File: config.mk
export PLATFORM = sky130hd
export DESIGN_NAME = dithered_gradient_line
export DESIGN_NICKNAME = d
export VERILOG_FILES = /design/src/hdl/dgl_pkg.sv /design/src/hdl/dgl_div.sv /design/src/hdl/dgl_ctrl.sv /design/src/hdl/dgl_datapath.sv /design/src/hdl/dithered_gradient_line.sv
export SDC_FILE = /design/constraint.sdc
export NUM_CORES = 2
export LEC_CHECK = 0
export BUFFER_PORTS_ARGS = -buffer_cell sky130_fd_sc_hd__buf_4
export CAP_MARGIN = 20
export CORE_ASPECT_RATIO = 0.7
export CORE_MARGIN = 1.5
export CORE_UTILIZATION = 35
export CTS_CLUSTER_SIZE = 40
export DETAILED_ROUTE_END_ITERATION = 12
export HOLD_SLACK_MARGIN = 0.02
export PLACE_DENSITY = 0.55
export SETUP_SLACK_MARGIN = 0.02
export SKIP_LAST_GASP = 1
export SLEW_MARGIN = 20
export SYNTH_ARGS = -nofsm -noshare
export SYNTH_HDL_FRONTEND = slang
export SYNTH_SLANG_ARGS = --single-unit
File: constraint.sdc
create_clock -name clk -period 5.2 [get_ports clk]
set_input_delay 1.04 -clock clk [delete_from_list [all_inputs] [get_ports clk]]
set_output_delay 1.04 -clock clk [all_outputs]
set_load 0.005 [all_outputs]
File: src/hdl/dgl_pkg.sv
// dgl_pkg: shared types, constants and functions of the dithered gradient line
// generator. no dependencies; used by every module in hdl/ through scoped names.
`default_nettype none
package dgl_pkg;

    localparam int CHAN_W      = 24;   // 8.16 channel value on the input
    localparam int COUNT_W     = 16;   // pixel count
    localparam int ACC_W       = 32;   // accumulators and steps
    localparam int LANE_W      = 16;   // one dither lane
    localparam int NUM_CH      = 4;
    localparam int IN_DATA_W   = 8 * CHAN_W + COUNT_W;
    localparam int PIX_W       = 32;
    localparam int DIV_STEPS   = CHAN_W;
    localparam int DIV_CNT_W   = $clog2(DIV_STEPS);

    // channel slots inside the datapath
    localparam int CH_A = 0;
    localparam int CH_R = 1;
    localparam int CH_G = 2;
    localparam int CH_B = 3;

    // item kinds on tuser
    localparam logic OP_SETUP = 1'b0;
    localparam logic OP_PIXEL = 1'b1;

    localparam logic [63:0] DITHER_FACTOR = 64'hbb75bb75bb75bb75;
    localparam logic [63:0] DITHER_SEED   = 64'ha9d1878556c9bcdd;

    typedef enum logic [2:0] {
        ST_IDLE  = 3'b001,
        ST_DIV   = 3'b010,
        ST_WRITE = 3'b100
    } dgl_state_t;

    // controller to datapath
    typedef struct packed {
        logic setup;        // setup transaction accepted this cycle
        logic pixel;        // pixel transaction accepted this cycle
        logic div_step;     // one divider iteration
        logic write_steps;  // quotients are final, load step registers
    } dgl_cmd_t;

    // datapath to controller
    typedef struct packed {
        logic out_space;    // output buffer can take one more pixel
    } dgl_status_t;

    // divider control
    typedef struct packed {
        logic load;
        logic step;
    } dgl_div_ctl_t;

    // each lane times its factor, mod 2^16
    function automatic logic [63:0] advance_lanes(input logic [63:0] lanes);
        logic [63:0] res;
        res = '0;
        for (int i = 0; i < 4; i++)
        begin
            res[16*i +: 16] = lanes[16*i +: 16] * DITHER_FACTOR[16*i +: 16];
        end
        return res;
    endfunction

    // lanes register holds the already advanced value, one pixel ahead
    localparam logic [63:0] LANES_INIT = advance_lanes(DITHER_SEED);

    // lane 0 dithers green, lane 1 alpha, lane 2 blue, lane 3 red
    function automatic logic [LANE_W-1:0] lane_for(input logic [63:0] lanes, input int ch);
        logic [LANE_W-1:0] l;
        unique case (ch)
            CH_A:    l = lanes[31:16];
            CH_R:    l = lanes[63:48];
            CH_G:    l = lanes[15:0];
            default: l = lanes[47:32];
        endcase
        return l;
    endfunction

    // bits 31:16 of acc + lane, signed, clamped to 0..255
    function automatic logic [7:0] chan_byte(input logic [ACC_W-1:0] acc,
                                             input logic [LANE_W-1:0] lane);
        logic [ACC_W-1:0] sum;
        logic [15:0]      hi;
        logic [7:0]       b;
        sum = acc + {16'd0, lane};
        hi  = sum[31:16];
        priority if (hi[15])
            b = 8'd0;
        else if (hi[14:8] != 7'd0)
            b = 8'hff;
        else
            b = hi[7:0];
        return b;
    endfunction

endpackage
`default_nettype wire

File: src/hdl/dgl_div.sv
// dgl_div: restoring divider, one quotient bit per step, 24-bit by 16-bit.
// depends on dgl_pkg.
`default_nettype none
module dgl_div (
    input  wire logic                           clk,
    input  wire dgl_pkg::dgl_div_ctl_t          ctl,
    input  wire logic [dgl_pkg::CHAN_W-1:0]     dividend,
    input  wire logic [dgl_pkg::COUNT_W-1:0]    divisor,
    output logic      [dgl_pkg::CHAN_W-1:0]     quotient
);

    logic [dgl_pkg::CHAN_W-1:0]  quo_reg, quo_next;
    logic [dgl_pkg::COUNT_W-1:0] rem_reg, rem_next;
    logic [dgl_pkg::COUNT_W-1:0] dvs_reg, dvs_next;
    logic [dgl_pkg::COUNT_W:0]   trial;
    logic [dgl_pkg::COUNT_W:0]   diff;

    always_comb
    begin
        trial    = {rem_reg, quo_reg[dgl_pkg::CHAN_W-1]};
        diff     = trial - {1'b0, dvs_reg};
        quo_next = quo_reg;
        rem_next = rem_reg;
        dvs_next = dvs_reg;
        priority if (ctl.load)
        begin
            quo_next = dividend;
            rem_next = '0;
            dvs_next = divisor;
        end
        else if (ctl.step)
        begin
            // remainder stays below the divisor, so 16 bits hold it
            if (trial >= {1'b0, dvs_reg})
            begin
                rem_next = diff[dgl_pkg::COUNT_W-1:0];
                quo_next = {quo_reg[dgl_pkg::CHAN_W-2:0], 1'b1};
            end
            else
            begin
                rem_next = trial[dgl_pkg::COUNT_W-1:0];
                quo_next = {quo_reg[dgl_pkg::CHAN_W-2:0], 1'b0};
            end
        end
    end

    always_ff @(posedge clk)
    begin
        quo_reg <= quo_next;
        rem_reg <= rem_next;
        dvs_reg <= dvs_next;
    end

    assign quotient = quo_reg;

endmodule
`default_nettype wire

File: src/hdl/dgl_ctrl.sv
// dgl_ctrl: controller state machine, input handshake and divider sequencing.
// depends on dgl_pkg.
`default_nettype none
module dgl_ctrl (
    input  wire logic                 clk,
    input  wire logic                 rst_n,
    input  wire logic                 s_tvalid,
    input  wire logic                 s_tuser,
    output logic                      s_tready,
    input  wire dgl_pkg::dgl_status_t status,
    output dgl_pkg::dgl_cmd_t         cmd
);

    dgl_pkg::dgl_state_t              state_reg, state_next;
    logic [dgl_pkg::DIV_CNT_W-1:0]    cnt_reg, cnt_next;
    logic                             accept;

    assign s_tready = (state_reg == dgl_pkg::ST_IDLE) && status.out_space;
    assign accept   = s_tvalid && s_tready;

    always_comb
    begin
        state_next       = state_reg;
        cnt_next         = cnt_reg;
        cmd.setup        = 1'b0;
        cmd.pixel        = 1'b0;
        cmd.div_step     = 1'b0;
        cmd.write_steps  = 1'b0;
        unique case (state_reg)
            dgl_pkg::ST_IDLE:
            begin
                if (accept)
                begin
                    if (s_tuser == dgl_pkg::OP_SETUP)
                    begin
                        cmd.setup  = 1'b1;
                        cnt_next   = '0;
                        state_next = dgl_pkg::ST_DIV;
                    end
                    else
                    begin
                        cmd.pixel = 1'b1;
                    end
                end
            end
            dgl_pkg::ST_DIV:
            begin
                cmd.div_step = 1'b1;
                cnt_next     = cnt_reg + dgl_pkg::DIV_CNT_W'(1);
                if (cnt_reg == dgl_pkg::DIV_CNT_W'(dgl_pkg::DIV_STEPS - 1))
                    state_next = dgl_pkg::ST_WRITE;
            end
            dgl_pkg::ST_WRITE:
            begin
                cmd.write_steps = 1'b1;
                state_next      = dgl_pkg::ST_IDLE;
            end
            default:
            begin
                state_next = dgl_pkg::ST_IDLE;
            end
        endcase
    end

    always_ff @(posedge clk or negedge rst_n)
    begin
        if (!rst_n)
        begin
            state_reg <= dgl_pkg::ST_IDLE;
            cnt_reg   <= '0;
        end
        else
        begin
            state_reg <= state_next;
            cnt_reg   <= cnt_next;
        end
    end

endmodule
`default_nettype wire

File: src/hdl/dgl_datapath.sv
// dgl_datapath: accumulators, steps, dither lanes, step dividers, pixel
// formation and a two-entry output buffer. depends on dgl_pkg and dgl_div.
`default_nettype none
module dgl_datapath (
    input  wire logic                             clk,
    input  wire logic                             rst_n,
    input  wire dgl_pkg::dgl_cmd_t                cmd,
    input  wire logic [dgl_pkg::IN_DATA_W-1:0]    s_tdata,
    input  wire logic                             m_tready,
    output logic                                  m_tvalid,
    output logic      [dgl_pkg::PIX_W-1:0]        m_tdata,
    output dgl_pkg::dgl_status_t                  status
);

    localparam int CW = dgl_pkg::CHAN_W;
    localparam int AW = dgl_pkg::ACC_W;

    logic [AW-1:0]            acc_reg  [dgl_pkg::NUM_CH];
    logic [AW-1:0]            acc_next [dgl_pkg::NUM_CH];
    logic [AW-1:0]            step_reg  [dgl_pkg::NUM_CH];
    logic [AW-1:0]            step_next [dgl_pkg::NUM_CH];
    logic                     neg_reg  [dgl_pkg::NUM_CH];
    logic                     neg_next [dgl_pkg::NUM_CH];
    logic [63:0]              lanes_reg, lanes_next;

    logic [CW-1:0]            start_val [dgl_pkg::NUM_CH];
    logic [CW-1:0]            end_val   [dgl_pkg::NUM_CH];
    logic [CW-1:0]            mag       [dgl_pkg::NUM_CH];
    logic [CW-1:0]            quo       [dgl_pkg::NUM_CH];
    logic [dgl_pkg::COUNT_W-1:0] count;
    logic [dgl_pkg::COUNT_W-1:0] dmag;
    logic [7:0]               chan [dgl_pkg::NUM_CH];
    logic [dgl_pkg::PIX_W-1:0] pixel;

    logic [dgl_pkg::PIX_W-1:0] out_reg, out_next, skid_reg, skid_next;
    logic                      out_valid_reg, out_valid_next;
    logic                      skid_valid_reg, skid_valid_next;

    dgl_pkg::dgl_div_ctl_t     div_ctl;

    // field unpack, start values then end values then pixel count
    always_comb
    begin
        for (int c = 0; c < dgl_pkg::NUM_CH; c++)
        begin
            start_val[c] = s_tdata[CW*c +: CW];
            end_val[c]   = s_tdata[CW*(c+4) +: CW];
        end
        count = s_tdata[dgl_pkg::IN_DATA_W-1 -: dgl_pkg::COUNT_W];
    end

    // count 0 and 1 both divide by one; count 0 flips the sign
    assign dmag = (count <= dgl_pkg::COUNT_W'(1)) ? dgl_pkg::COUNT_W'(1)
                                                  : count - dgl_pkg::COUNT_W'(1);

    assign div_ctl.load = cmd.setup;
    assign div_ctl.step = cmd.div_step;

    for (genvar g = 0; g < dgl_pkg::NUM_CH; g++)
    begin : g_div
        assign mag[g] = (end_val[g] < start_val[g]) ? start_val[g] - end_val[g]
                                                    : end_val[g] - start_val[g];
        dgl_div u_div (
            .clk      (clk),
            .ctl      (div_ctl),
            .dividend (mag[g]),
            .divisor  (dmag),
            .quotient (quo[g])
        );
    end

    always_comb
    begin
        for (int c = 0; c < dgl_pkg::NUM_CH; c++)
        begin
            chan[c] = dgl_pkg::chan_byte(acc_reg[c], dgl_pkg::lane_for(lanes_reg, c));
        end
        pixel = {chan[dgl_pkg::CH_A], chan[dgl_pkg::CH_R],
                 chan[dgl_pkg::CH_G], chan[dgl_pkg::CH_B]};
    end

    always_comb
    begin
        lanes_next = lanes_reg;
        for (int c = 0; c < dgl_pkg::NUM_CH; c++)
        begin
            acc_next[c]  = acc_reg[c];
            step_next[c] = step_reg[c];
            neg_next[c]  = neg_reg[c];
            if (cmd.setup)
            begin
                acc_next[c] = {{(AW-CW){1'b0}}, start_val[c]};
                neg_next[c] = (end_val[c] < start_val[c]) ^ (count == '0);
            end
            else if (cmd.pixel)
            begin
                acc_next[c] = acc_reg[c] + step_reg[c];
            end
            if (cmd.write_steps)
            begin
                step_next[c] = neg_reg[c] ? ('0 - {{(AW-CW){1'b0}}, quo[c]})
                                          : {{(AW-CW){1'b0}}, quo[c]};
            end
        end
        if (cmd.pixel)
            lanes_next = dgl_pkg::advance_lanes(lanes_reg);
    end

    // two-entry output buffer, skid entry fills only when the head is stalled
    always_comb
    begin
        out_next        = out_reg;
        out_valid_next  = out_valid_reg;
        skid_next       = skid_reg;
        skid_valid_next = skid_valid_reg;
        if (cmd.pixel)
        begin
            if (out_valid_reg && !m_tready)
            begin
                skid_next       = pixel;
                skid_valid_next = 1'b1;
            end
            else
            begin
                out_next       = pixel;
                out_valid_next = 1'b1;
            end
        end
        else if (out_valid_reg && m_tready)
        begin
            if (skid_valid_reg)
            begin
                out_next        = skid_reg;
                skid_valid_next = 1'b0;
            end
            else
            begin
                out_valid_next = 1'b0;
            end
        end
    end

    always_ff @(posedge clk or negedge rst_n)
    begin
        if (!rst_n)
        begin
            for (int c = 0; c < dgl_pkg::NUM_CH; c++)
            begin
                acc_reg[c]  <= '0;
                step_reg[c] <= '0;
                neg_reg[c]  <= 1'b0;
            end
            lanes_reg      <= dgl_pkg::LANES_INIT;
            out_valid_reg  <= 1'b0;
            skid_valid_reg <= 1'b0;
        end
        else
        begin
            for (int c = 0; c < dgl_pkg::NUM_CH; c++)
            begin
                acc_reg[c]  <= acc_next[c];
                step_reg[c] <= step_next[c];
                neg_reg[c]  <= neg_next[c];
            end
            lanes_reg      <= lanes_next;
            out_valid_reg  <= out_valid_next;
            skid_valid_reg <= skid_valid_next;
        end
    end

    always_ff @(posedge clk)
    begin
        out_reg  <= out_next;
        skid_reg <= skid_next;
    end

    assign m_tvalid         = out_valid_reg;
    assign m_tdata          = out_reg;
    assign status.out_space = !skid_valid_reg;

endmodule
`default_nettype wire

File: src/hdl/dithered_gradient_line.sv
// dithered_gradient_line: top level of the dithered line gradient generator.
// depends on dgl_pkg, dgl_ctrl, dgl_datapath (and dgl_div below it).
//
// channel  direction  signals                          transaction
// s_       in         s_tvalid s_tready s_tdata s_tuser one setup or pixel item
// m_       out        m_tvalid m_tready m_tdata         one packed argb pixel
//
// pixels stream at one per cycle while the output buffer has room for them
// a setup transaction holds s_tready low through the division and step write: four
//   restoring dividers, one quotient bit per cycle over 24 bits, then a step write
// reset (rst_n, async) clears accumulators and steps and reseeds the dither lanes
// a stalled m_tready is absorbed by a two-entry output buffer; s_tready drops
//   only once both entries hold pixels (it also stays low during a setup)
`default_nettype none
module dithered_gradient_line (
    input  wire logic                               clk,
    input  wire logic                               rst_n,
    input  wire logic                               s_tvalid,
    output logic                                    s_tready,
    // s_tdata, low bit up: start_alpha, start_red, start_green, start_blue,
    // end_alpha, end_red, end_green, end_blue (24 bits each), pixel_count (16)
    input  wire logic [dgl_pkg::IN_DATA_W-1:0]      s_tdata,
    // s_tuser: op (0 = setup a line, 1 = emit next pixel)
    input  wire logic                               s_tuser,
    output logic                                    m_tvalid,
    input  wire logic                               m_tready,
    // m_tdata: pixel_argb (blue 7:0, green 15:8, red 23:16, alpha 31:24)
    output logic      [dgl_pkg::PIX_W-1:0]          m_tdata
);

    dgl_pkg::dgl_cmd_t    cmd;
    dgl_pkg::dgl_status_t status;

    // sequencing and input handshake
    dgl_ctrl u_ctrl (
        .clk      (clk),
        .rst_n    (rst_n),
        .s_tvalid (s_tvalid),
        .s_tuser  (s_tuser),
        .s_tready (s_tready),
        .status   (status),
        .cmd      (cmd)
    );

    // gradient state, dividers, dither and output buffer
    dgl_datapath u_dp (
        .clk      (clk),
        .rst_n    (rst_n),
        .cmd      (cmd),
        .s_tdata  (s_tdata),
        .m_tready (m_tready),
        .m_tvalid (m_tvalid),
        .m_tdata  (m_tdata),
        .status   (status)
    );

    // a setup keeps the input closed while the dividers run
    a_setup_blocks: assert property (@(posedge clk) disable iff (!rst_n)
        (s_tvalid && s_tready && (s_tuser == dgl_pkg::OP_SETUP)) |=> !s_tready)
        else $error("input accepted during step division");

    // after an accepted pixel the output is valid in the next cycle
    a_pixel_shows: assert property (@(posedge clk) disable iff (!rst_n)
        (s_tvalid && s_tready && (s_tuser == dgl_pkg::OP_PIXEL)) |=> m_tvalid)
        else $error("accepted pixel not presented");

    // the skid entry is never filled with the head empty
    a_skid_order: assert property (@(posedge clk) disable iff (!rst_n)
        !status.out_space |-> m_tvalid)
        else $error("skid entry full with empty output head");

    // no divider activity outside a setup
    a_cmd_excl: assert property (@(posedge clk) disable iff (!rst_n)
        (cmd.div_step || cmd.write_steps) |-> !s_tready)
        else $error("divider running while input open");

endmodule
`default_nettype wire

Yosys cells after proc, flatten, opt, wreduce, memory -nomap -nowiden
Cells that the tools add are included.
{ "word_totals": {"output_inout_bits": 34, "word_cells": 167, "in_bits": 213, "register_bits": 574} }
{ "op_classes": {"eq_ne": 10, "add_sub_neg": 26, "mux": 64, "reduce_logical": 22, "bitwise": 4, "order_cmp": 9, "multipliers": 4} }
{ "op_table": {"columns": ["operator", "n"], "rows": [
  ["$mux 32", 16],
  ["$mux 24", 12],
  ["$sub 24x24->24", 8],
  ["$add 32x16->32", 4],
  ["$add 32x32->32", 4],
  ["$sub 1x24->25 const A", 4],
  ["$lt 24x24->1", 4],
  ["$ge 17x16->1", 4],
  ["$mul 16x16->16 const B", 4],
  ["$mux 16", 4],
  ["$mux 8", 8],
  ["$sub 16x16->16", 4],
  ["$reduce_bool 7->1", 4],
  ["$le 16x1->1 const B", 1],
  ["$logic_not 16->1", 1],
  ["$sub 16x1->16 const B", 1],
  ["$mux 1", 15],
  ["$reduce_and 3->1", 4],
  ["$mux 5", 2],
  ["$pmux 5 s2", 1],
  ["$reduce_bool 2->1", 5],
  ["$mux 3", 3],
  ["$ne 2x1->1 const B", 3],
  ["$ne 2x2->1 const B", 3],
  ["other kinds (11)", 20]
]} }

Logic depth before layout (Yosys ltp)
{ "depth": {"word_depth": 7, "ltp_mapped": 20, "mapped_depth_nobuf": 20} }

By module
From an unflattened synthesis, not the netlist that was laid out.
{ "unflattened": {"cells_unflattened": 6101, "hier_area_um2": 55319.3} }
{ "by_module_without_submodules": {"columns": ["mod", "n_inst", "cells_each", "area_per_inst_um2", "seq_area_each_um2"], "rows": [
  ["dgl_datapath", 1, 4904, 42220.5, 9208.8],
  ["dgl_div", 4, 288, 3163.0, 1521.5],
  ["dgl_ctrl", 1, 45, 446.7, 201.4]
]} }

Worst setup path after synthesis
Ideal clock, no wire load.
{ "synth_timing": {"path_kind": "register to register", "from": "register u_dp.lanes_reg[18]", "to": "register u_dp.lanes_reg[31]", "required_time_ns": 5.071, "n_path_buf": 0, "arrival_ns": 4.764, "period_less_slack_ns": 4.893, "setup_ns": 0.129, "setup_slack_ns": 0.307, "path_stages_with_launch": 18, "path_cell_list": "dfstp_2 -> inv_1 -> fa_1 -> inv_1 -> fa_1 -> ha_1 -> ha_1 -> fa_1 -> inv_1 -> fa_1 -> inv_1 -> ha_1 -> nor2b_1 -> o21a_1 -> o31a_1 -> o41ai_1 -> xnor2_1 -> o21ai_1"} }
{ "synth_via": {"elab_chain_cells": 1} }
{ "synth_rtl": {"columns": ["element", "line_no", "text"], "rows": [
  ["from (decl)", "dgl_datapath.sv:24", "logic [63:0] lanes_reg, lanes_next;"],
  ["from (signal assigned)", "dgl_datapath.sv:153", "lanes_reg <= dgl_pkg::LANES_INIT;"],
  ["from (signal assigned)", "dgl_datapath.sv:165", "lanes_reg <= lanes_next;"],
  ["$mul 16x16->16", "dgl_pkg.sv:60", "res[16*i +: 16] = lanes[16*i +: 16] * DITHER_FACTOR[16*i +: 16];"]
]} }
Every way passes these cells.
A chain may end at the register's enable or synchronous reset.

Final worst setup path
{ "layout_timing": {"from": "register u_dp.lanes_reg[50]", "to": "register u_dp.lanes_reg[63]"} }
Same word-level chain as after synthesis.

==> flow_summary.ini <==
[route]
post_drt_via_cell_ratio = 5.22
post_drt_wl_per_cell_um = 18.5
initialDrtViolationCount = 3071
vias = 43300
route.detailed.drc = 16
wl_mm = 153
drt-pass1-iter-count = 9
ant_nets = 0

[clock_network]
clockBufferDepth = 3
clkTransAtPathRegs_ns = 0.06
hold_buffers = 0
cts_tree = built
insertion_delay_ns = 0.69
cts-root-buf = clkbuf_16
cts_made_buffers = 60
clock-sinks = 538
htreeDepth = 2

[cells_and_area]
nFillCells = 15000
nets = 7274
drive_gt1_share_pct = 8.80
area_growth_pct = 12.2
multi_input_area_mm2 = 0.0353
final_area_mm2 = 0.0588
regArea_mm2 = 0.0141
largest_reg_flops = 128

[synth]
synth_cell_type_count = 104
ys_seq_area_share_pct = 26.8
synth-edff-count = 176
syn_inst = 6063
ys_warn_count = 0
postSynth.asyncResetShare_pct = 55.4
synth-seq-cells = 538
postSynthAreaPerCell_um2 = 8.64
ys.flop_type = dfrtp_1
netlist_area_mm2 = 0.0524

[timing]
setup_viol = 0
grt_setup_unrepaired = true
setup_tns_ns = 0
fmax_ghz = 0.198
hold_viol = 0
slew_headroom_pct = 43.2
worst_slew_pin_slew_ns = 0.852
drv_slew = 0
period_share_pct = 97.0
skew_ns = 0.0487
layout_min_cycle_time_ns = 5.04
whs_ns = 0.351
setup_slack_ns = 0.157

[placed_design]
io_buffers = 246
dpl.hpwl_mm = 122
placed_area_mm2 = 0.0567
gp_congestion = 0.945
place_ws_ns = 0.0692

[worst_hold_path]
hp-class = in -> async

[critical_path]
path_max_fanout = 5
crit_buf_inv = 4
cpLargestDelayFamily = adder cells
worstPathCellList = inv_1, fa_2, inv_1, fa_1, ha_1, ha_1, fa_1, inv_1, fa_1, inv_1, ha_1, nor2b_1, o21a_1, o31a_1, o41ai_2, xnor2_1, o21ai_1
worstSetupPathType = reg -> reg
start_kind = flip-flop
cp_slowest_cell = fa_2
cp.arrival_ns = 5.56
critPathMaxStageDelay_ns = 0.65
critPathCaptureType = flip-flop
cp.required_ns = 5.72
cp_common_cell = inv_1

[floorplan]
die_height_um = 327
core_mm2 = 0.148
fp.dieW_um = 466
io_pins = 247
rows = 118
initial_core_util_pct = 35.4
die_area_mm2 = 0.152

[job]
cap_viol_max_count = 0

[global_route]
grt_pass1_wl_mm = 240
gr-usage-all-layers_pct = 19.7
antenna_found_initial = 7
grt_pass1_vias = 41700
overflow = 0
grt_max_degree = 98

[outcome]
outcome = finished with violations
violations = design-rule violations
per-layer routing:
| metal | GRT usage [%] | wire length, µm | vias up |
|---|---|---|---|
| met5 | 0 | 0 | - |
| met4 | 3.89 | 2780 | 0 |
| li1 | - | - | 21600 |
| met1 | 30.4 | 79000 | 20600 |
| met2 | 28.9 | 63400 | 923 |
| met3 | 2.74 | 7900 | 127 |
final cells by class:
type	instances	area share [%]
multi-input combinational	4704	60.1
sequential	538	23.9
timing repair buffer	329	4.35
tap	1980	4.21
inverter	621	3.98
clock buffer	79	2.83
clock inverter	34	0.634
antenna	4	0.0170
cell usage in the layout, fill, tap and decap left out, types with 64 or more instances in the layout:
| master | count |
|---|---|
| a21o_1 | 201 |
| a21oi_1 | 428 |
| buf_4 | 321 |
| dfrtp_1 | 272 |
| dfxtp_1 | 64 |
| edfxtp_1 | 176 |
| fa_1 | 179 |
| ha_1 | 627 |
| inv_1 | 613 |
| mux2i_1 | 171 |
| nand2_1 | 624 |
| nand3_1 | 86 |
| nor2_1 | 295 |
| nor2b_1 | 65 |
| nor3_1 | 82 |
| o21ai_0 | 460 |
| o21ai_1 | 146 |
| o21bai_1 | 64 |
| xnor2_1 | 245 |
| xor2_1 | 203 |
through the flow:
stage / cells / utilization [%]
floorplan: 6089 / -
global placement: 8168 / 38.2
detailed placement: 8168 / 38.2
CTS: 8281 / 39.6
global route: 8288 / 39.7
finish: 8289 / 39.7
cell families after synthesis:
group / after synthesis / share of synthesized area (%)
AO/OA/AOI/OAI: 1753 / 20.8
flip-flops: 538 / 26.8
multiplexers: 194 / 3.77
AND/OR/NAND/NOR: 1473 / 13.0
buffers and inverters: 847 / 6.22
XOR/XNOR: 449 / 7.52
adder cells (fa/ha/maj): 807 / 21.8
other: 2 / 0.0143
synthesized netlist by cell type (18+ instances only):
cell type,n,area share (%)
dfxtp_1,64,2.4
dfstp_2,25,1.3
a311oi_1,22,0.37
o41ai_1,29,0.48
buf_2,27,0.26
a211o_1,18,0.30
o31ai_1,48,0.69
or2_2,18,0.21
clkbuf_1,177,1.3
o21ai_1,146,1.4
a31oi_1,44,0.53
mux2i_1,171,3.3
o21a_1,53,0.76
or3_1,49,0.58
o211ai_1,30,0.43
mux2_2,20,0.43
o21ai_0,460,4.4
inv_1,618,4.4
nor4_1,26,0.31
a211oi_1,35,0.50
nor3_1,83,0.79
nand2b_1,43,0.51
dfrtp_1,273,13
edfxtp_1,176,10
xor2_1,203,3.4
nor2_1,297,2.1
nand3_1,86,0.82
o21bai_1,66,0.95
a21oi_1,430,4.1
and3_1,35,0.42
ha_1,627,15
nand4_1,56,0.67
nor2b_1,65,0.78
a21o_1,201,2.9
and2_1,23,0.27
nand2_1,628,4.5
xnor2_1,245,4.1
fa_1,180,6.9
final timing paths:
check	startpoint	endpoint	slack, ns	cells after the start
worst max register to register	u_dp.lanes_reg[50]$_DFFE_PN1P_	u_dp.lanes_reg[63]$_DFFE_PN0P_	0.16	17
worst min register to register	u_dp.g_div[0].u_div.rem_reg[15]$_SDFFE_PP0P_	u_dp.g_div[0].u_div.rem_reg[15]$_SDFFE_PP0P_	0.44	2
max in group asynchronous	rst_n	u_dp.acc_reg[103]$_DFFE_PN0P_	3.84	2
min in group clk	u_dp.g_div[0].u_div.rem_reg[15]$_SDFFE_PP0P_	u_dp.g_div[0].u_div.rem_reg[15]$_SDFFE_PP0P_	0.44	2
worst min-delay path	rst_n	u_dp.acc_reg[86]$_DFFE_PN0P_	0.35	1
worst max-delay path	u_dp.lanes_reg[50]$_DFFE_PN1P_	u_dp.lanes_reg[63]$_DFFE_PN0P_	0.16	17
repair_timing:
action | in CTS | in global routing
resized for setup | 0 | 11
endpoints found under the setup margin | 0 | 6
setup buffers | 0 | 3
Power is left out: the tool's default activity adds up to more than one toggle a clock period on the data nets, which glitch-free logic cannot reach.
